`config.mk`:
```
export PLATFORM = sky130hd
export DESIGN_NAME = multi_rate_sensor_dispatcher_unit
export DESIGN_NICKNAME = d
export VERILOG_FILES = /design/src/rtl/mrsd_pkg.sv /design/src/rtl/mrsd_ctrl.sv /design/src/rtl/mrsd_datapath.sv /design/src/rtl/multi_rate_sensor_dispatcher_unit.sv
export SDC_FILE = /design/constraint.sdc
export NUM_CORES = 1
export LEC_CHECK = 0
export BUFFER_PORTS_ARGS = -buffer_cell sky130_fd_sc_hd__buf_2
export CAP_MARGIN = 5
export CORE_MARGIN = 2
export CORE_UTILIZATION = 60
export CTS_CLUSTER_DIAMETER = 30
export DETAILED_ROUTE_END_ITERATION = 7
export GPL_TIMING_DRIVEN = 1
export PLACE_DENSITY_LB_ADDON = 0.2
export SETUP_SLACK_MARGIN = 0.3
export SYNTH_ARGS = -nofsm -noshare
export SYNTH_HDL_FRONTEND = slang
export SYNTH_HIERARCHICAL = 1
export SYNTH_SLANG_ARGS = --single-unit
```
`constraint.sdc`:
```
create_clock -name clk -period 5.25 [get_ports clk]
set_input_delay 0.2625 -clock clk [delete_from_list [all_inputs] [get_ports clk]]
set_output_delay 0.2625 -clock clk [all_outputs]
set_load 0.005 [all_outputs]
```
`src/rtl/mrsd_pkg.sv`:
```
// shared types and constants for the multi-rate sensor dispatcher
package mrsd_pkg;

  localparam int MAX_SENSORS_DEF = 16;

  localparam logic [15:0] MICROS_PER_TICK_RST = 16'd1000;
  localparam logic [10:0] TICKS_PER_SECOND    = 11'd1000;
  localparam logic [10:0] TEN_MS              = 11'd10;
  localparam logic [10:0] HUNDRED_MS          = 11'd100;
  localparam logic [4:0]  RESULT_CAP          = 5'd16;

  localparam logic OP_STAMP    = 1'b0;
  localparam logic OP_REGISTER = 1'b1;

  localparam logic [1:0] RATE_1MS   = 2'd0;
  localparam logic [1:0] RATE_10MS  = 2'd1;
  localparam logic [1:0] RATE_100MS = 2'd2;
  localparam logic [1:0] RATE_1S    = 2'd3;

  typedef enum logic [2:0] {
    S_IDLE,
    S_DELTA,
    S_ACCUM,
    S_CHECK,
    S_FLAGS,
    S_SCAN,
    S_FLUSH
  } state_t;

  typedef struct packed {
    logic load;
    logic reg_write;
    logic delta;
    logic accum;
    logic check;
    logic flags;
    logic scan;
    logic flush;
  } cmd_t;

  typedef struct packed {
    logic tick;
    logic scan_done;
  } stat_t;

endpackage

```
`src/rtl/mrsd_ctrl.sv`:
```
// controller state machine for the multi-rate sensor dispatcher
module mrsd_ctrl
  import mrsd_pkg::*;
(
  input  logic  clk,
  input  logic  rst_n,
  input  logic  start,
  input  logic  in_op,
  input  stat_t stat,
  output cmd_t  cmd,
  output logic  busy
);

  state_t state_r, state_nxt;

  always_ff @(posedge clk) begin
    if (!rst_n) begin
      state_r <= S_IDLE;
    end else begin
      state_r <= state_nxt;
    end
  end

  always_comb begin
    state_nxt = state_r;
    cmd       = '0;
    case (state_r)
      S_IDLE: begin
        if (start) begin
          if (in_op == OP_REGISTER) begin
            cmd.reg_write = 1'b1;
          end else begin
            cmd.load  = 1'b1;
            state_nxt = S_DELTA;
          end
        end
      end
      S_DELTA: begin
        cmd.delta = 1'b1;
        state_nxt = S_ACCUM;
      end
      S_ACCUM: begin
        cmd.accum = 1'b1;
        state_nxt = S_CHECK;
      end
      S_CHECK: begin
        cmd.check = 1'b1;
        state_nxt = stat.tick ? S_FLAGS : S_IDLE;
      end
      S_FLAGS: begin
        cmd.flags = 1'b1;
        state_nxt = S_SCAN;
      end
      S_SCAN: begin
        cmd.scan = 1'b1;
        if (stat.scan_done) begin
          state_nxt = S_FLUSH;
        end
      end
      S_FLUSH: begin
        cmd.flush = 1'b1;
        state_nxt = S_IDLE;
      end
      default: begin
        state_nxt = S_IDLE;
      end
    endcase
  end

  assign busy = (state_r != S_IDLE);

endmodule

```
`src/rtl/mrsd_datapath.sv`:
```
// timing accumulator, sensor rate memory and due-sensor scan datapath
module mrsd_datapath
  import mrsd_pkg::*;
#(
  parameter int MAX_SENSORS = MAX_SENSORS_DEF
) (
  input  logic        clk,
  input  logic        rst_n,
  input  cmd_t        cmd,
  input  logic [31:0] in_timestamp_us,
  input  logic [1:0]  in_sensor_rate,
  input  logic        cfg_we,
  input  logic [15:0] cfg_data,
  output stat_t       stat,
  output logic        out_valid,
  output logic [3:0]  out_due_sensor,
  output logic [1:0]  out_due_rate,
  output logic        out_last_of_run
);

  localparam int CNT_W = $clog2(MAX_SENSORS + 1);
  localparam int IDX_W = (MAX_SENSORS > 1) ? $clog2(MAX_SENSORS) : 1;

  logic [1:0] rate_mem [MAX_SENSORS];

  logic [15:0]      mpt_r, mpt_nxt;
  logic [31:0]      stamp_r, stamp_nxt;
  logic [31:0]      prev_r, prev_nxt;
  logic [31:0]      delta_r, delta_nxt;
  logic [32:0]      acc_r, acc_nxt;
  logic [10:0]      milli_r, milli_nxt;
  logic [10:0]      mark10_r, mark10_nxt;
  logic [10:0]      mark100_r, mark100_nxt;
  logic [CNT_W-1:0] total_r, total_nxt;
  logic [3:0]       due_r, due_nxt;
  logic             iss_act_r, iss_act_nxt;
  logic [CNT_W-1:0] rd_addr_r, rd_addr_nxt;
  logic [1:0]       cls_r, cls_nxt;
  logic             rd_vld_r, rd_vld_nxt;
  logic [CNT_W-1:0] rd_idx_r, rd_idx_nxt;
  logic [1:0]       rd_cls_r, rd_cls_nxt;
  logic [1:0]       rd_data_r;
  logic             pend_vld_r, pend_vld_nxt;
  logic [3:0]       pend_idx_r, pend_idx_nxt;
  logic [1:0]       pend_cls_r, pend_cls_nxt;
  logic [4:0]       res_cnt_r, res_cnt_nxt;
  logic             out_valid_r, out_valid_nxt;
  logic [3:0]       out_sensor_r, out_sensor_nxt;
  logic [1:0]       out_rate_r, out_rate_nxt;
  logic             out_last_r, out_last_nxt;

  logic        tbl_we;
  logic        tick;
  logic        hit;
  logic [3:0]  hit_idx4;
  logic [10:0] gap10;
  logic [10:0] gap100;
  logic        due10;
  logic        due100;
  logic        due1000;
  logic        nxt_found;
  logic [1:0]  nxt_cls;

  if (CNT_W >= 4) begin : g_idx_wide
    assign hit_idx4 = rd_idx_r[3:0];
  end else begin : g_idx_narrow
    assign hit_idx4 = {{(4 - CNT_W){1'b0}}, rd_idx_r};
  end

  assign tick    = (acc_r >= {17'd0, mpt_r});
  assign gap10   = milli_r - mark10_r;
  assign gap100  = milli_r - mark100_r;
  assign due10   = (gap10 >= TEN_MS);
  assign due100  = (gap100 >= HUNDRED_MS);
  assign due1000 = (milli_r >= TICKS_PER_SECOND);
  assign hit     = rd_vld_r && (rd_data_r == rd_cls_r) && (res_cnt_r < RESULT_CAP);

  // next due rate class after the one being scanned
  always_comb begin
    nxt_found = 1'b0;
    nxt_cls   = RATE_1MS;
    for (int k = 1; k < 4; k++) begin
      if (!nxt_found && (2'(k) > cls_r) && due_r[k]) begin
        nxt_found = 1'b1;
        nxt_cls   = 2'(k);
      end
    end
  end

  always_comb begin
    mpt_nxt        = mpt_r;
    stamp_nxt      = stamp_r;
    prev_nxt       = prev_r;
    delta_nxt      = delta_r;
    acc_nxt        = acc_r;
    milli_nxt      = milli_r;
    mark10_nxt     = mark10_r;
    mark100_nxt    = mark100_r;
    total_nxt      = total_r;
    due_nxt        = due_r;
    iss_act_nxt    = iss_act_r;
    rd_addr_nxt    = rd_addr_r;
    cls_nxt        = cls_r;
    rd_vld_nxt     = rd_vld_r;
    rd_idx_nxt     = rd_idx_r;
    rd_cls_nxt     = rd_cls_r;
    pend_vld_nxt   = pend_vld_r;
    pend_idx_nxt   = pend_idx_r;
    pend_cls_nxt   = pend_cls_r;
    res_cnt_nxt    = res_cnt_r;
    out_valid_nxt  = 1'b0;
    out_sensor_nxt = out_sensor_r;
    out_rate_nxt   = out_rate_r;
    out_last_nxt   = out_last_r;
    tbl_we         = 1'b0;

    if (cfg_we) begin
      mpt_nxt = cfg_data;
    end

    if (cmd.reg_write && (total_r < CNT_W'(MAX_SENSORS))) begin
      tbl_we    = 1'b1;
      total_nxt = total_r + CNT_W'(1);
    end

    if (cmd.load) begin
      stamp_nxt = in_timestamp_us;
    end

    if (cmd.delta) begin
      delta_nxt = stamp_r - prev_r;
      prev_nxt  = stamp_r;
    end

    if (cmd.accum) begin
      acc_nxt = acc_r + {1'b0, delta_r};
    end

    if (cmd.check && tick) begin
      acc_nxt   = '0;
      milli_nxt = milli_r + 11'd1;
    end

    if (cmd.flags) begin
      due_nxt = {due1000, due100, due10, 1'b1};
      if (due10) begin
        mark10_nxt = milli_r;
      end
      if (due100) begin
        mark100_nxt = milli_r;
      end
      if (due1000) begin
        milli_nxt   = '0;
        mark10_nxt  = '0;
        mark100_nxt = '0;
      end
      iss_act_nxt  = (total_r != '0);
      rd_addr_nxt  = '0;
      cls_nxt      = RATE_1MS;
      rd_vld_nxt   = 1'b0;
      pend_vld_nxt = 1'b0;
      res_cnt_nxt  = '0;
    end

    if (cmd.scan) begin
      rd_vld_nxt = iss_act_r;
      rd_idx_nxt = rd_addr_r;
      rd_cls_nxt = cls_r;
      if (iss_act_r) begin
        if (rd_addr_r == (total_r - CNT_W'(1))) begin
          rd_addr_nxt = '0;
          if (nxt_found) begin
            cls_nxt = nxt_cls;
          end else begin
            iss_act_nxt = 1'b0;
          end
        end else begin
          rd_addr_nxt = rd_addr_r + CNT_W'(1);
        end
      end
      // one result held back so the final one can be marked
      if (hit) begin
        if (pend_vld_r) begin
          out_valid_nxt  = 1'b1;
          out_sensor_nxt = pend_idx_r;
          out_rate_nxt   = pend_cls_r;
          out_last_nxt   = 1'b0;
        end
        pend_vld_nxt = 1'b1;
        pend_idx_nxt = hit_idx4;
        pend_cls_nxt = rd_cls_r;
        res_cnt_nxt  = res_cnt_r + 5'd1;
      end
    end

    if (cmd.flush) begin
      if (pend_vld_r) begin
        out_valid_nxt  = 1'b1;
        out_sensor_nxt = pend_idx_r;
        out_rate_nxt   = pend_cls_r;
        out_last_nxt   = 1'b1;
      end
      pend_vld_nxt = 1'b0;
    end
  end

  // rate memory, registered read
  always_ff @(posedge clk) begin
    if (tbl_we) begin
      rate_mem[total_r[IDX_W-1:0]] <= in_sensor_rate;
    end
    if (cmd.scan && iss_act_r) begin
      rd_data_r <= rate_mem[rd_addr_r[IDX_W-1:0]];
    end
  end

  always_ff @(posedge clk) begin
    if (!rst_n) begin
      mpt_r       <= MICROS_PER_TICK_RST;
      prev_r      <= '0;
      acc_r       <= '0;
      milli_r     <= '0;
      mark10_r    <= '0;
      mark100_r   <= '0;
      total_r     <= '0;
      iss_act_r   <= 1'b0;
      rd_vld_r    <= 1'b0;
      pend_vld_r  <= 1'b0;
      res_cnt_r   <= '0;
      out_valid_r <= 1'b0;
    end else begin
      mpt_r       <= mpt_nxt;
      prev_r      <= prev_nxt;
      acc_r       <= acc_nxt;
      milli_r     <= milli_nxt;
      mark10_r    <= mark10_nxt;
      mark100_r   <= mark100_nxt;
      total_r     <= total_nxt;
      iss_act_r   <= iss_act_nxt;
      rd_vld_r    <= rd_vld_nxt;
      pend_vld_r  <= pend_vld_nxt;
      res_cnt_r   <= res_cnt_nxt;
      out_valid_r <= out_valid_nxt;
    end
  end

  always_ff @(posedge clk) begin
    stamp_r      <= stamp_nxt;
    delta_r      <= delta_nxt;
    due_r        <= due_nxt;
    rd_addr_r    <= rd_addr_nxt;
    cls_r        <= cls_nxt;
    rd_idx_r     <= rd_idx_nxt;
    rd_cls_r     <= rd_cls_nxt;
    pend_idx_r   <= pend_idx_nxt;
    pend_cls_r   <= pend_cls_nxt;
    out_sensor_r <= out_sensor_nxt;
    out_rate_r   <= out_rate_nxt;
    out_last_r   <= out_last_nxt;
  end

  assign stat.tick      = tick;
  assign stat.scan_done = !iss_act_r && !rd_vld_r;

  assign out_valid       = out_valid_r;
  assign out_due_sensor  = out_sensor_r;
  assign out_due_rate    = out_rate_r;
  assign out_last_of_run = out_last_r;

endmodule

```
`src/rtl/multi_rate_sensor_dispatcher_unit.sv`:
```
// top level of the multi-rate sensor dispatcher
//
// input channel: a transaction is taken when start is high and busy is low.
//   in_op selects a timestamp sample or a sensor registration.
// registration: stored in the same cycle, busy never rises, no results.
//   a full sensor table ignores it.
// timestamp: busy through the delta, accumulate and check states when no
//   tick occurs. on a tick the table is scanned once for every due rate
//   class (1 ms always, 10 ms, 100 ms and 1 s when due), one entry per
//   cycle out of the rate memory, in the flags, scan and flush states.
// results: out_valid strobes for one cycle per due sensor, up to 16 per
//   tick, with its index and rate class; out_last_of_run marks the final
//   one of the tick. the last result appears in the first cycle busy is low.
//   the receiver cannot stall; results have no ready handshake.
// config: cfg_data sets micros_per_tick when cfg_valid and cfg_ready are
//   high; cfg_ready is high while the block is idle.
// reset: rst_n low clears prev stamp, accumulator, ms counters, sensor
//   count; tick threshold back to 1000 us; no clearing pass is needed.
module multi_rate_sensor_dispatcher_unit
  import mrsd_pkg::*;
#(
  parameter int MAX_SENSORS = MAX_SENSORS_DEF
) (
  input  logic        clk,
  input  logic        rst_n,
  input  logic        start,
  output logic        busy,
  input  logic        in_op,
  input  logic [31:0] in_timestamp_us,
  input  logic [1:0]  in_sensor_rate,
  output logic        out_valid,
  output logic [3:0]  out_due_sensor,
  output logic [1:0]  out_due_rate,
  output logic        out_last_of_run,
  input  logic        cfg_valid,
  output logic        cfg_ready,
  input  logic [15:0] cfg_data
);

  cmd_t  cmd;
  stat_t stat;

  assign cfg_ready = !busy;

  mrsd_ctrl u_ctrl (
    .clk   (clk),
    .rst_n (rst_n),
    .start (start),
    .in_op (in_op),
    .stat  (stat),
    .cmd   (cmd),
    .busy  (busy)
  );

  mrsd_datapath #(
    .MAX_SENSORS (MAX_SENSORS)
  ) u_datapath (
    .clk             (clk),
    .rst_n           (rst_n),
    .cmd             (cmd),
    .in_timestamp_us (in_timestamp_us),
    .in_sensor_rate  (in_sensor_rate),
    .cfg_we          (cfg_valid && cfg_ready),
    .cfg_data        (cfg_data),
    .stat            (stat),
    .out_valid       (out_valid),
    .out_due_sensor  (out_due_sensor),
    .out_due_rate    (out_due_rate),
    .out_last_of_run (out_last_of_run)
  );

endmodule

```
==> metrics.csv, run 1 <==
stage,metric,value,unit
outcome,status,"finished, final reports clean",
logic_synthesis,sequential area share after synthesis,43.29,%
power_and_ir_drop,power density over cell area,386.3,mW/mm²
timing,setup slack after layout,1864,ps
cells_and_area,Fillers,1698,
logic_synthesis,Seq cells post-synth,258,
cts,Num CTS Buffers,55,
logic_synthesis,mux cell area share after synthesis,5.858,%
floorplan,core footprint,0.02361,mm²
floorplan,Site Rows,56,
logic_synthesis,synth cell count leaders,"162 x nor2_1, 145 x dfxtp_1, 113 x edfxtp_1",
hold_path,hold path startpoint,cfg_data[2],
logic_synthesis,top-count cell post-synth,nor2_1,
cts,Max Buffers Root-to-Sink,3,
cells_and_area,Ant. Diodes,0,
logic_synthesis,dominant cells by area after synthesis,"edfxtp_1 23%, dfxtp_1 20%, ha_1 9.3%, mux2i_1 4.5%, nor2_1 4.2%",
logic_synthesis,adder-cell area share of the yosys netlist,9.703,%
logic_synthesis,largest family of logic cells by synthesized area,simple AND/OR/NAND/NOR gates,
logic_synthesis,Yosys top cell by area,edfxtp_1,
logic_synthesis,Post-Synth Simple-Gate Area,16.40,%
setup_path,Reg2Reg Depth,11,
route,DR pass1 iterations,5,
logic_synthesis,post-synthesis xor/xnor area fraction,3.794,%
timing,min Tclk post-route,3386,ps
logic_synthesis,Async SR Flop Fraction,0,%
power_and_ir_drop,Leakage,6.873,nW
cts,CTS sink cnt,258,
placement,Port-buffer cells,64,
logic_synthesis,Post-Syn Area,0.01455,mm²
placement,routability cong.,0.9094,
cts,post-cts sizing count,0,
timing,Peak Freq,295.3,MHz
setup_path,critical path class,reg2reg,
setup_path,RR Startpoint,u_datapath/milli_r[0],
grt,GR Overflow Total,0,
power_and_ir_drop,fraction of power consumed by the clock network,51.9,%
cells_and_area,post-layout util,74.21,%
timing,worst slew pin tran,1014,ps
power_and_ir_drop,Switching Share,26.32,%
cts,CTS H-Tree Depth,2,
logic_synthesis,Cells after Synth,1534,
logic_synthesis,"Top FF cell, synth",dfxtp_1,
setup_path,Crit. End Element,flip-flop,
setup_path,startpoint types,flip-flop,
grt,largest net degree at the start of global routing,77,
setup_path,Worst R2R End,u_datapath/mark10_r[1],
logic_synthesis,Synth cell types,76,
grt,number of global-route vias before repair,11270,
grt,GRT Overall Usage,25.63,%
route,Detail Route Antenna Nets,0,
setup_path,crit path DAT,3810,ps
logic_synthesis,top cell type's share of synthesized area,23.33,%
setup_path,Critical Path Fanout Max,20,
route,DRC viols,0,
floorplan,Die Y,159.7,µm
logic_synthesis,mean post-synth cell area,9.482,µm²
route,drt initial violations,806,
power_and_ir_drop,sequential share of power,33.9,%
cts,clock latency on the worst-skew pair,560,ps
power_and_ir_drop,internal power,4.987,mW
route,routed len/inst,16.55,µm
logic_synthesis,complex-gate fraction of the synthesized area,16.34,%
setup_path,FF-to-FF setup slack,1860,ps
floorplan,initial core utilization,61.60,%
cts,clock-pin slew on the worst setup and hold paths,50,ps
grt,initial antenna violation count,0,
placement,Post-Place Setup Slack,1846,ps
power_and_ir_drop,Switching Power,1.781,mW
route,drt total wl,33330,µm
floorplan,Ports,65,
route,vias per cell,5.814,
grt,first-pass GRT wire length,54530,µm
cells_and_area,register area,0.006296,mm²
hold_path,hold endpoint,u_datapath/mpt_r[2],
timing,Rel. slew slack,32.33,%
timing,RSZ-0062 raised after global routing,false,
placement,Detailed Place HPWL,21970,µm
cells_and_area,share of layout cells above drive strength 1,12.46,%
timing,Fin Clk Skew,16.94,ps
run,Max-Cap Viols,0,
logic_synthesis,syn_nets,1700,
logic_synthesis,Post-synth EDFFs,113,
cells_and_area,Area Growth Syn to Fin,20.47,%
logic_synthesis,Yosys warning count,6,
timing,Max Slew Vio Count,0,
route,Vias,11700,
timing,Final Hold Violating Endpoints,0,
hold_path,hold path cells,3,
timing,endpoints failing setup,0,
hold_path,Hold Path Class,in2reg,
cells_and_area,NumNets Final,1813,
power_and_ir_drop,VDD IR max,0.4459,mV
power_and_ir_drop,Comb power frac,14.2,%
floorplan,die footprint,0.02550,mm²
cts,CTS tree,built,
timing,final setup TNS,0,ps
timing,Final Cycle Share,64.50,%
cells_and_area,Multi-input gate area,0.007605,mm²
floorplan,Die W,159.7,µm
cts,CTS root buf,clkbuf_16,
setup_path,Worst EP required,5680,ps
worst max-delay path: stages (launching register included):
cell and delay, ps:
dfxtp_1 410, inv_1 120, ha_1 240, fa_1 420, nor2b_1 130, o21a_1 150
o221ai_1 120, a21o_1 190, a2111oi_0 330, nand3_1 510, or3_1 520, o311ai_0 100
cell type report:
cell class	count	share of cell area, %
flip-flops and latches	258	35.93
multi-input cells	1099	43.40
clock inverters	43	2.913
inverters	112	2.399
well taps	319	2.278
repair buffers	121	4.927
clock buffers	61	8.154
how the worst max path moves through the flow:
stage / startpoint / to / slack (ps) / cells after the start
after floorplan: u_ctrl/state_r[0] / u_datapath/prev_r[10] / 1290 / 6
after global placement: u_datapath/delta_r[0] / u_datapath/acc_r[26] / 1980 / 11
after global routing: u_datapath/milli_r[0] / u_datapath/mark10_r[0] / 1570 / 11
final: u_datapath/milli_r[0] / u_datapath/mark10_r[1] / 1860 / 11
after detailed placement: u_datapath/milli_r[0] / u_datapath/due_r[1] / 1850 / 10
after CTS: u_datapath/milli_r[0] / u_datapath/mark10_r[1] / 1830 / 11
power by group through the flow:
stage / clock network [mW] / logic, mW / registers [mW]
floorplan: 0 / 0.721 / 2.30
global placement: 0 / 0.899 / 2.32
detailed placement: 0 / 0.917 / 2.33
CTS: 3.55 / 0.951 / 2.29
global route: 3.66 / 1.06 / 2.30
finish: 3.51 / 0.964 / 2.29
cell usage in the layout (no fill, tap or decap), types with 41 or more instances in the layout:
cell	netlist	final
nand3_1	50	50
dfxtp_1	145	145
mux2i_1	66	66
ha_1	108	108
a21oi_1	95	95
edfxtp_1	113	113
xnor2_1	41	41
o21ai_0	66	66
buf_2	3	64
nor2_1	162	159
nand2_1	84	84
inv_1	111	110
dlygate4sd3_1	0	46
clkbuf_16	0	55
through the flow:
step	area (µm²)	hold WS, ps	instances	total power, mW
after floorplan	14550	361.4	1534	3.020
after global placement	15120	402.3	1863	3.221
after detailed placement	15120	406.2	1863	3.243
after CTS	17520	5.361	2013	6.794
after global routing	17520	11.41	2013	7.023
final	17520	26.09	2013	6.769
what timing repair did:
action	4_1_cts	5_1_grt
hold endpoints to repair	46	0
setup buffers	0	0
hold buffers	46	0
cells by family after synthesis:
kind of cell    Yosys count
flops                   258
fa+ha+maj               111
compound gates          357
xor+xnor                 63
simple gates            489
buf+inv                 177
mux                      79
state kept, by name, indices dropped and copies added (netlist names), 3 cells and up:
name / count
u_datapath/acc_r: 33
u_datapath/delta_r: 32
u_datapath/prev_r: 32
u_datapath/rate_mem: 32
u_datapath/stamp_r: 32
u_datapath/mpt_r: 16
u_datapath/mark100_r: 11
u_datapath/mark10_r: 11
u_datapath/milli_r: 11
u_datapath/rd_addr_r: 5
u_datapath/res_cnt_r: 5
u_datapath/total_r: 5
u_datapath/out_due_sensor: 4
u_datapath/pend_idx_r: 4
u_datapath/rd_idx_r: 4
u_ctrl/state_r: 3
u_datapath/due_r: 3
routing by layer:
metal	vias up	global-route usage [%]	wire (µm)	share of wire, %
li1	5831	-	-	-
met1	5490	36.00	15860	48
met2	326	40.99	15120	45
met3	56	3.948	1757	5.3
met4	0	8.017	592	1.8
met5	-	0	0	0
(Power assumes the default switching activity.)
==> inputs of run 2 (changes only) <==
--- a/config.mk
+++ b/config.mk
@@ -8,7 +8,7 @@
 export BUFFER_PORTS_ARGS = -buffer_cell sky130_fd_sc_hd__buf_2
 export CAP_MARGIN = 5
 export CORE_MARGIN = 2
-export CORE_UTILIZATION = 60
+export CORE_UTILIZATION = 56
 export CTS_CLUSTER_DIAMETER = 30
 export DETAILED_ROUTE_END_ITERATION = 7
 export GPL_TIMING_DRIVEN = 1
==> constraint.sdc (replaced) <==
create_clock -name clk -period 2.8 [get_ports clk]
set_input_delay 0.14 -clock clk [delete_from_list [all_inputs] [get_ports clk]]
set_output_delay 0.14 -clock clk [all_outputs]
set_load 0.005 [all_outputs]
==> metrics.csv, run 2 (synthesis gave the netlist of run 1 again) <==
stage,metric,value,unit,change
hold_path,Hold Path Class,in2reg,,
cells_and_area,share of layout cells above drive strength 1,28.88,%,+16 points
setup_path,Max stage delay on crit path,540,ps,+20 ps
cells_and_area,"most common cell after layout, fill and taps aside",nor2_1,,
route,DR pass1 iterations,8,,+3
grt,GRT Overall Usage,25.65,%,about the same
power_and_ir_drop,VDD IR max,0.6586,mV,+48%
grt,initial antenna violation count,0,,unchanged
cells_and_area,Fillers,1546,,-9.0%
grt,first-pass GRT wire length,56700,µm,+4.0%
setup_path,critical path class,reg2reg,,
outcome,status,"complete, but fails checks",,
floorplan,Die Y,165.2,µm,+3.4%
cells_and_area,Area Growth Syn to Fin,37.03,%,
route,DRC viols,0,,unchanged
route,drt initial violations,983,,+22%
power_and_ir_drop,internal power,9.614,mW,+93%
cells_and_area,"final std cell area, no fill",0.01993,mm²,+14%
cells_and_area,Biggest register,u_datapath/acc_r,,
grt,GR Overflow Total,0,,unchanged
cells_and_area,Ant. Diodes,0,,unchanged
cts,clock latency on the worst-skew pair,570,ps,about the same
timing,Peak Freq,347.4,MHz,+18%
setup_path,crit path max-delay cell type,or4_4,,
power_and_ir_drop,sequential share of power,32.4,%,-1.5 points
power_and_ir_drop,Switching Power,3.739,mW,+110%
cts,Num CTS Buffers,54,,-1.8%
cts,Max Buffers Root-to-Sink,3,,unchanged
timing,Max Slew Vio Count,0,,unchanged
timing,Rel. slew slack,43.72,%,+11 points
setup_path,crit-path cells,or4_4 -> a2111oi_4 -> nand4_1 -> buf_4 -> buf_6 -> a31o_4 -> o31ai_4 -> buf_6 -> buf_8 -> nor3_4 -> xnor2_1 -> nor2_1,,
power_and_ir_drop,Leakage,7.770,nW,+13%
setup_path,most frequent CP cell,buf_6,,
timing,Min Hold Slack,3.690,ps,-22.40 ps
route,Detail Route Antenna Nets,0,,unchanged
cts,CTS root buf,clkbuf_16,,
timing,Fin Clk Skew,18.58,ps,+1.632 ps
floorplan,die footprint,0.02728,mm²,+7.0%
placement,Post-Place Cells,1942,,+4.2%
timing,min Tclk post-route,2878,ps,-508.0 ps
power_and_ir_drop,fraction of power consumed by the clock network,46.9,%,-5.0 points
cells_and_area,NumNets Final,1945,,+7.3%
power_and_ir_drop,Switching Share,28.00,%,+1.7 points
outcome,failing checks,negative setup slack,,
route,routed len/inst,17.96,µm,+8.5%
floorplan,Site Rows,58,,+3.6%
placement,Area after DPL,0.01578,mm²,+4.3%
run,Max-Cap Viols,0,,unchanged
power_and_ir_drop,Comb power frac,20.7,%,+6.5 points
cts,CTS tree,built,,
timing,Final Hold Violating Endpoints,0,,unchanged
setup_path,Worst EP required,3250,ps,-2430 ps
cts,CTS H-Tree Depth,2,,unchanged
cells_and_area,Largest register FFs,33,,unchanged
route,drt total wl,38710,µm,+16%
grt,largest net degree at the start of global routing,68,,-12%
setup_path,startpoint types,flip-flop,,
floorplan,Die W,165.2,µm,+3.4%
timing,RSZ-0062 raised after global routing,true,,
cells_and_area,non-filler instance count after layout,2155,,+7.1%
timing,final setup TNS,-423.1,ps,-423.1 ps
cells_and_area,post-layout util,78.70,%,+4.5 points
setup_path,Crit. End Element,flip-flop,,
timing,Final Cycle Share,102.8,%,+38 points
power_and_ir_drop,total power,13.35,mW,+97%
cts,CTS sink cnt,258,,unchanged
timing,setup slack after layout,-78.20,ps,-1942 ps
placement,Detailed Place HPWL,22700,µm,+3.3%
setup_path,crit path DAT,3330,ps,-480 ps
placement,routability cong.,0.8903,,-2.1%
route,Vias,12590,,+7.6%
placement,Post-Place Setup Slack,-69.46,ps,-1915 ps
floorplan,Ports,65,,unchanged
power_and_ir_drop,power density over cell area,669.9,mW/mm²,+73%
timing,endpoints failing setup,9,,+9
grt,number of global-route vias before repair,11760,,+4.3%
cts,clock-pin slew on the worst setup and hold paths,50,ps,about the same
floorplan,initial core utilization,57.43,%,-4.2 points
setup_path,Critical Path Fanout Max,5,,-75%
floorplan,core footprint,0.02533,mm²,+7.3%
route,vias per cell,5.844,,+0.51%
timing,worst slew pin tran,844.2,ps,-169.7 ps
placement,Port-buffer cells,64,,unchanged
cells_and_area,most frequent cells in the layout,"142 x nor2_1, 130 x dfxtp_1, 113 x edfxtp_1",,
run 2: area by class of cell:
cell class	instances	area (µm²)	area share, %
Clock buffer	69	1529	7.671
Inverter	112	422.9	2.122
Clock inverter	33	322.8	1.620
Tap cell	330	412.9	2.072
Timing Repair Buffer	251	2012	10.09
Multi-Input combinational cell	1102	8917	44.74
Sequential cell	258	6315	31.68
run 2: power by group through the flow:
stage | clock network, mW | registers (mW) | logic (mW)
2_1_floorplan | 0 | 4.31 | 1.39
3_3_place_gp | 0 | 4.36 | 1.89
3_5_place_dp | 0 | 4.36 | 1.92
4_1_cts | 6.34 | 4.30 | 2.28
5_1_grt | 6.52 | 4.33 | 2.97
6_report | 6.26 | 4.32 | 2.77
run 2: worst paths after layout:
check | slack, ps | startpoint | endpoint | cells after the start
setup / recovery | -80 | u_datapath/acc_r[16] | u_datapath/milli_r[5] | 12
hold / removal | 4 | rst_n | u_datapath/mpt_r[15] | 3
setup reg to reg | -80 | u_datapath/acc_r[16] | u_datapath/milli_r[5] | 12
hold reg to reg | 420 | u_datapath/rd_idx_r[3] | u_datapath/pend_idx_r[3] | 0
run 2: repair_timing:
item                                    CTS  global route
endpoints found under the setup margin   67            95
gates resized for setup                  89           202
pin swaps                                53            91
buffers inserted                         29            21
gates cloned                              5             5
hold buffers                             51             0
hold endpoints to repair                 81             0
run 2: routing by layer:
metal / wire (µm) / vias to the layer above / share of wire, % / GRT usage, %
li1: - / 6113 / - / -
met1: 17130 / 6007 / 44 / 36.07
met2: 18500 / 402 / 48 / 40.81
met4: 853 / 0 / 2.2 / 8.538
met3: 2232 / 71 / 5.8 / 3.696
met5: 0 / - / 0 / 0
run 2: critical path, delay by kind of cell, from the launching register on:
family | cells | cell delay (ps)
buffers and inverters | 4 | 630
AND/OR/NAND/NOR | 4 | 900
AO/OA/AOI/OAI | 3 | 750
flip-flops | 1 | 320
XOR/XNOR | 1 | 170
==> inputs of run 3 (changes only) <==
--- a/config.mk
+++ b/config.mk
@@ -8,10 +8,10 @@
 export BUFFER_PORTS_ARGS = -buffer_cell sky130_fd_sc_hd__buf_2
 export CAP_MARGIN = 5
 export CORE_MARGIN = 2
-export CORE_UTILIZATION = 56
+export CORE_UTILIZATION = 60
 export CTS_CLUSTER_DIAMETER = 30
 export DETAILED_ROUTE_END_ITERATION = 7
-export GPL_TIMING_DRIVEN = 1
+export GPL_TIMING_DRIVEN = 0
 export PLACE_DENSITY_LB_ADDON = 0.2
 export SETUP_SLACK_MARGIN = 0.3
 export SYNTH_ARGS = -nofsm -noshare
==> constraint.sdc (replaced) <==
create_clock -name clk -period 3.5 [get_ports clk]
set_input_delay 0.175 -clock clk [delete_from_list [all_inputs] [get_ports clk]]
set_output_delay 0.175 -clock clk [all_outputs]
set_load 0.005 [all_outputs]
==> metrics.csv, run 3 (synthesis gave the netlist of run 1 again) <==
stage,metric,value,unit,change
route,drt total wl,34840,µm,-10%
cells_and_area,"most common cell after layout, fill and taps aside",nor2_1,,
route,met2 WL,16150,µm,-13%
route,Detail Route Antenna Nets,0,,unchanged
cts,CTS root buf,clkbuf_16,,
cells_and_area,most frequent cells in the layout,"160 x nor2_1, 142 x dfxtp_1, 113 x edfxtp_1",,
setup_path,crit path max-delay cell type,or4b_2,,
timing,Fin Clk Skew,18.71,ps,+0.1390 ps
setup_path,CP startpoint,u_datapath/delta_r[17],,
timing,Final Hold Violating Endpoints,0,,unchanged
placement,Post-Place Setup Slack,-5.265,ps,+64.20 ps
cells_and_area,Largest register FFs,33,,unchanged
placement,Port-buffer cells,64,,unchanged
timing,RSZ-0062 raised after global routing,true,,
cells_and_area,Fillers,1676,,+8.4%
floorplan,Die Y,159.7,µm,-3.3%
route,Vias,12090,,-4.0%
cells_and_area,NumNets Final,1870,,-3.9%
floorplan,Die W,159.7,µm,-3.3%
floorplan,Ports,65,,unchanged
cells_and_area,"final std cell area, no fill",0.01784,mm²,-10%
floorplan,core footprint,0.02361,mm²,-6.8%
cts,CTS tree,built,,
grt,GRT Overall Usage,26.80,%,+1.2 points
run,Max-Cap Viols,0,,unchanged
grt,initial antenna violation count,1,,+1
setup_path,RR Startpoint,u_datapath/delta_r[17],,
setup_path,Critical Path Fanout Max,8,,+3
floorplan,die footprint,0.02550,mm²,-6.5%
power_and_ir_drop,total power,10.29,mW,-23%
placement,Detailed Place HPWL,23880,µm,+5.2%
cells_and_area,register area,0.006300,mm²,-0.24%
setup_path,Worst EP required,3970,ps,+720 ps
route,DRC viols,0,,unchanged
cts,clock-pin slew on the worst setup and hold paths,50,ps,about the same
floorplan,Site Rows,56,,-3.4%
timing,worst slew pin tran,964.1,ps,+119.9 ps
outcome,status,"finished, final reports clean",,
grt,GR Overflow Total,0,,unchanged
cts,CTS H-Tree Depth,2,,unchanged
grt,number of global-route vias before repair,11860,,+0.88%
cells_and_area,Multi-input gate area,0.007670,mm²,-14%
timing,setup slack after layout,404.7,ps,+482.9 ps
timing,Rel. slew slack,35.57,%,-8.1 points
setup_path,"CP delay by family, top",compound AO/OA/AOI/OAI gates,,
grt,first-pass GRT wire length,56830,µm,+0.23%
cells_and_area,share of layout cells above drive strength 1,12.01,%,-17 points
power_and_ir_drop,power density over cell area,577.0,mW/mm²,-14%
cells_and_area,Area Growth Syn to Fin,22.65,%,
setup_path,crit path DAT,3560,ps,+230 ps
route,routed length on met1,15710,µm,-8.3%
route,DR pass1 iterations,7,,-1
cts,Max Buffers Root-to-Sink,3,,unchanged
timing,Min Hold Slack,19.06,ps,+15.37 ps
route,vias per cell,5.845,,about the same
cells_and_area,post-layout util,75.55,%,-3.1 points
power_and_ir_drop,VDD IR max,0.5649,mV,-14%
cells_and_area,Biggest register,u_datapath/acc_r,,
timing,Final Cycle Share,88.44,%,-14 points
timing,Max Slew Vio Count,0,,unchanged
route,drt initial violations,968,,-1.5%
hold_path,Hold Path Class,in2reg,,
setup_path,critical path class,reg2reg,,
setup_path,Crit. End Element,flip-flop,,
cts,CTS sink cnt,258,,unchanged
setup_path,Buf/Inv on CP,1,,-3
setup_path,crit-path cells,ha_1 -> clkbuf_1 -> nand2_1 -> o21ai_0 -> or4b_2 -> a21oi_1 -> o21ai_0 -> a311oi_1 -> mux2_2 -> a21oi_1,,
setup_path,startpoint types,flip-flop,,
cts,Num CTS Buffers,53,,-1.9%
floorplan,initial core utilization,61.60,%,+4.2 points
timing,endpoints failing setup,0,,-9
route,routed wl met3,2194,µm,-1.7%
timing,min Tclk post-route,3095,ps,+217.1 ps
placement,routability cong.,0.9182,,+3.1%
cts,clock latency on the worst-skew pair,550,ps,-20 ps
route,routed len/inst,16.84,µm,-6.3%
power_and_ir_drop,Leakage,6.975,nW,-10%
route,Max Used Layer,met4,,
setup_path,Max stage delay on crit path,650,ps,+110 ps
hold_path,hold path startpoint,in_sensor_rate[1],,
timing,Peak Freq,323.1,MHz,-7.0%
grt,largest net degree at the start of global routing,33,,-51%
placement,Area after DPL,0.01531,mm²,-3.0%
[run 3: final cells by class]
cell class | count | area share [%]
antenna | 1 | 0.01403
buffer | 65 | 1.459
clock buffer | 69 | 8.353
clock inverter | 31 | 2.532
inverter | 112 | 2.357
multi-input combinational | 1099 | 42.99
sequential | 258 | 35.31
tap | 319 | 2.237
timing repair buffer | 115 | 4.741
[run 3: worst paths after layout]
check	to	slack, ps	cells past startpoint
setup / recovery	u_datapath/acc_r[26]	400	10
hold / removal	u_datapath/rate_mem[3][1]	20	1
setup reg to reg	u_datapath/acc_r[26]	400	10
hold reg to reg	u_datapath/pend_idx_r[3]	420	0
[run 3: power breakdown]
part | internal (mW) | switching, mW | total, mW
Sequential | 3.33 | 0.116 | 3.44
Combinational | 0.637 | 0.893 | 1.53
Clock | 3.68 | 1.64 | 5.32
Total | 7.64 | 2.65 | 10.3
[run 3: per-layer routing]
| layer | track usage, % | vias to the layer above |
|---|---|---|
| met1 | 35.76 | 5646 |
| met2 | 45.06 | 419 |
| li1 | - | 5952 |
| met3 | 4.078 | 76 |
| met4 | 8.471 | 0 |
| met5 | 0 | - |
[run 3: what timing repair did]
action / 4_1_cts / 5_1_grt
gates resized for setup: 3 / 27
hold buffers: 49 / 0
hold endpoints to repair: 51 / 0
setup endpoints to repair: 12 / 41
cloned: 0 / 0
pin swaps: 0 / 3
buffers inserted: 0 / 1
[run 3: through the flow]
stage / setup TNS (ps) / instances
3_3_place_gp: -6214 / 1917
2_1_floorplan: 0 / 1534
6_report: 0 / 2069
5_1_grt: 0 / 2069
4_1_cts: 0 / 2067
3_5_place_dp: -5.265 / 1918
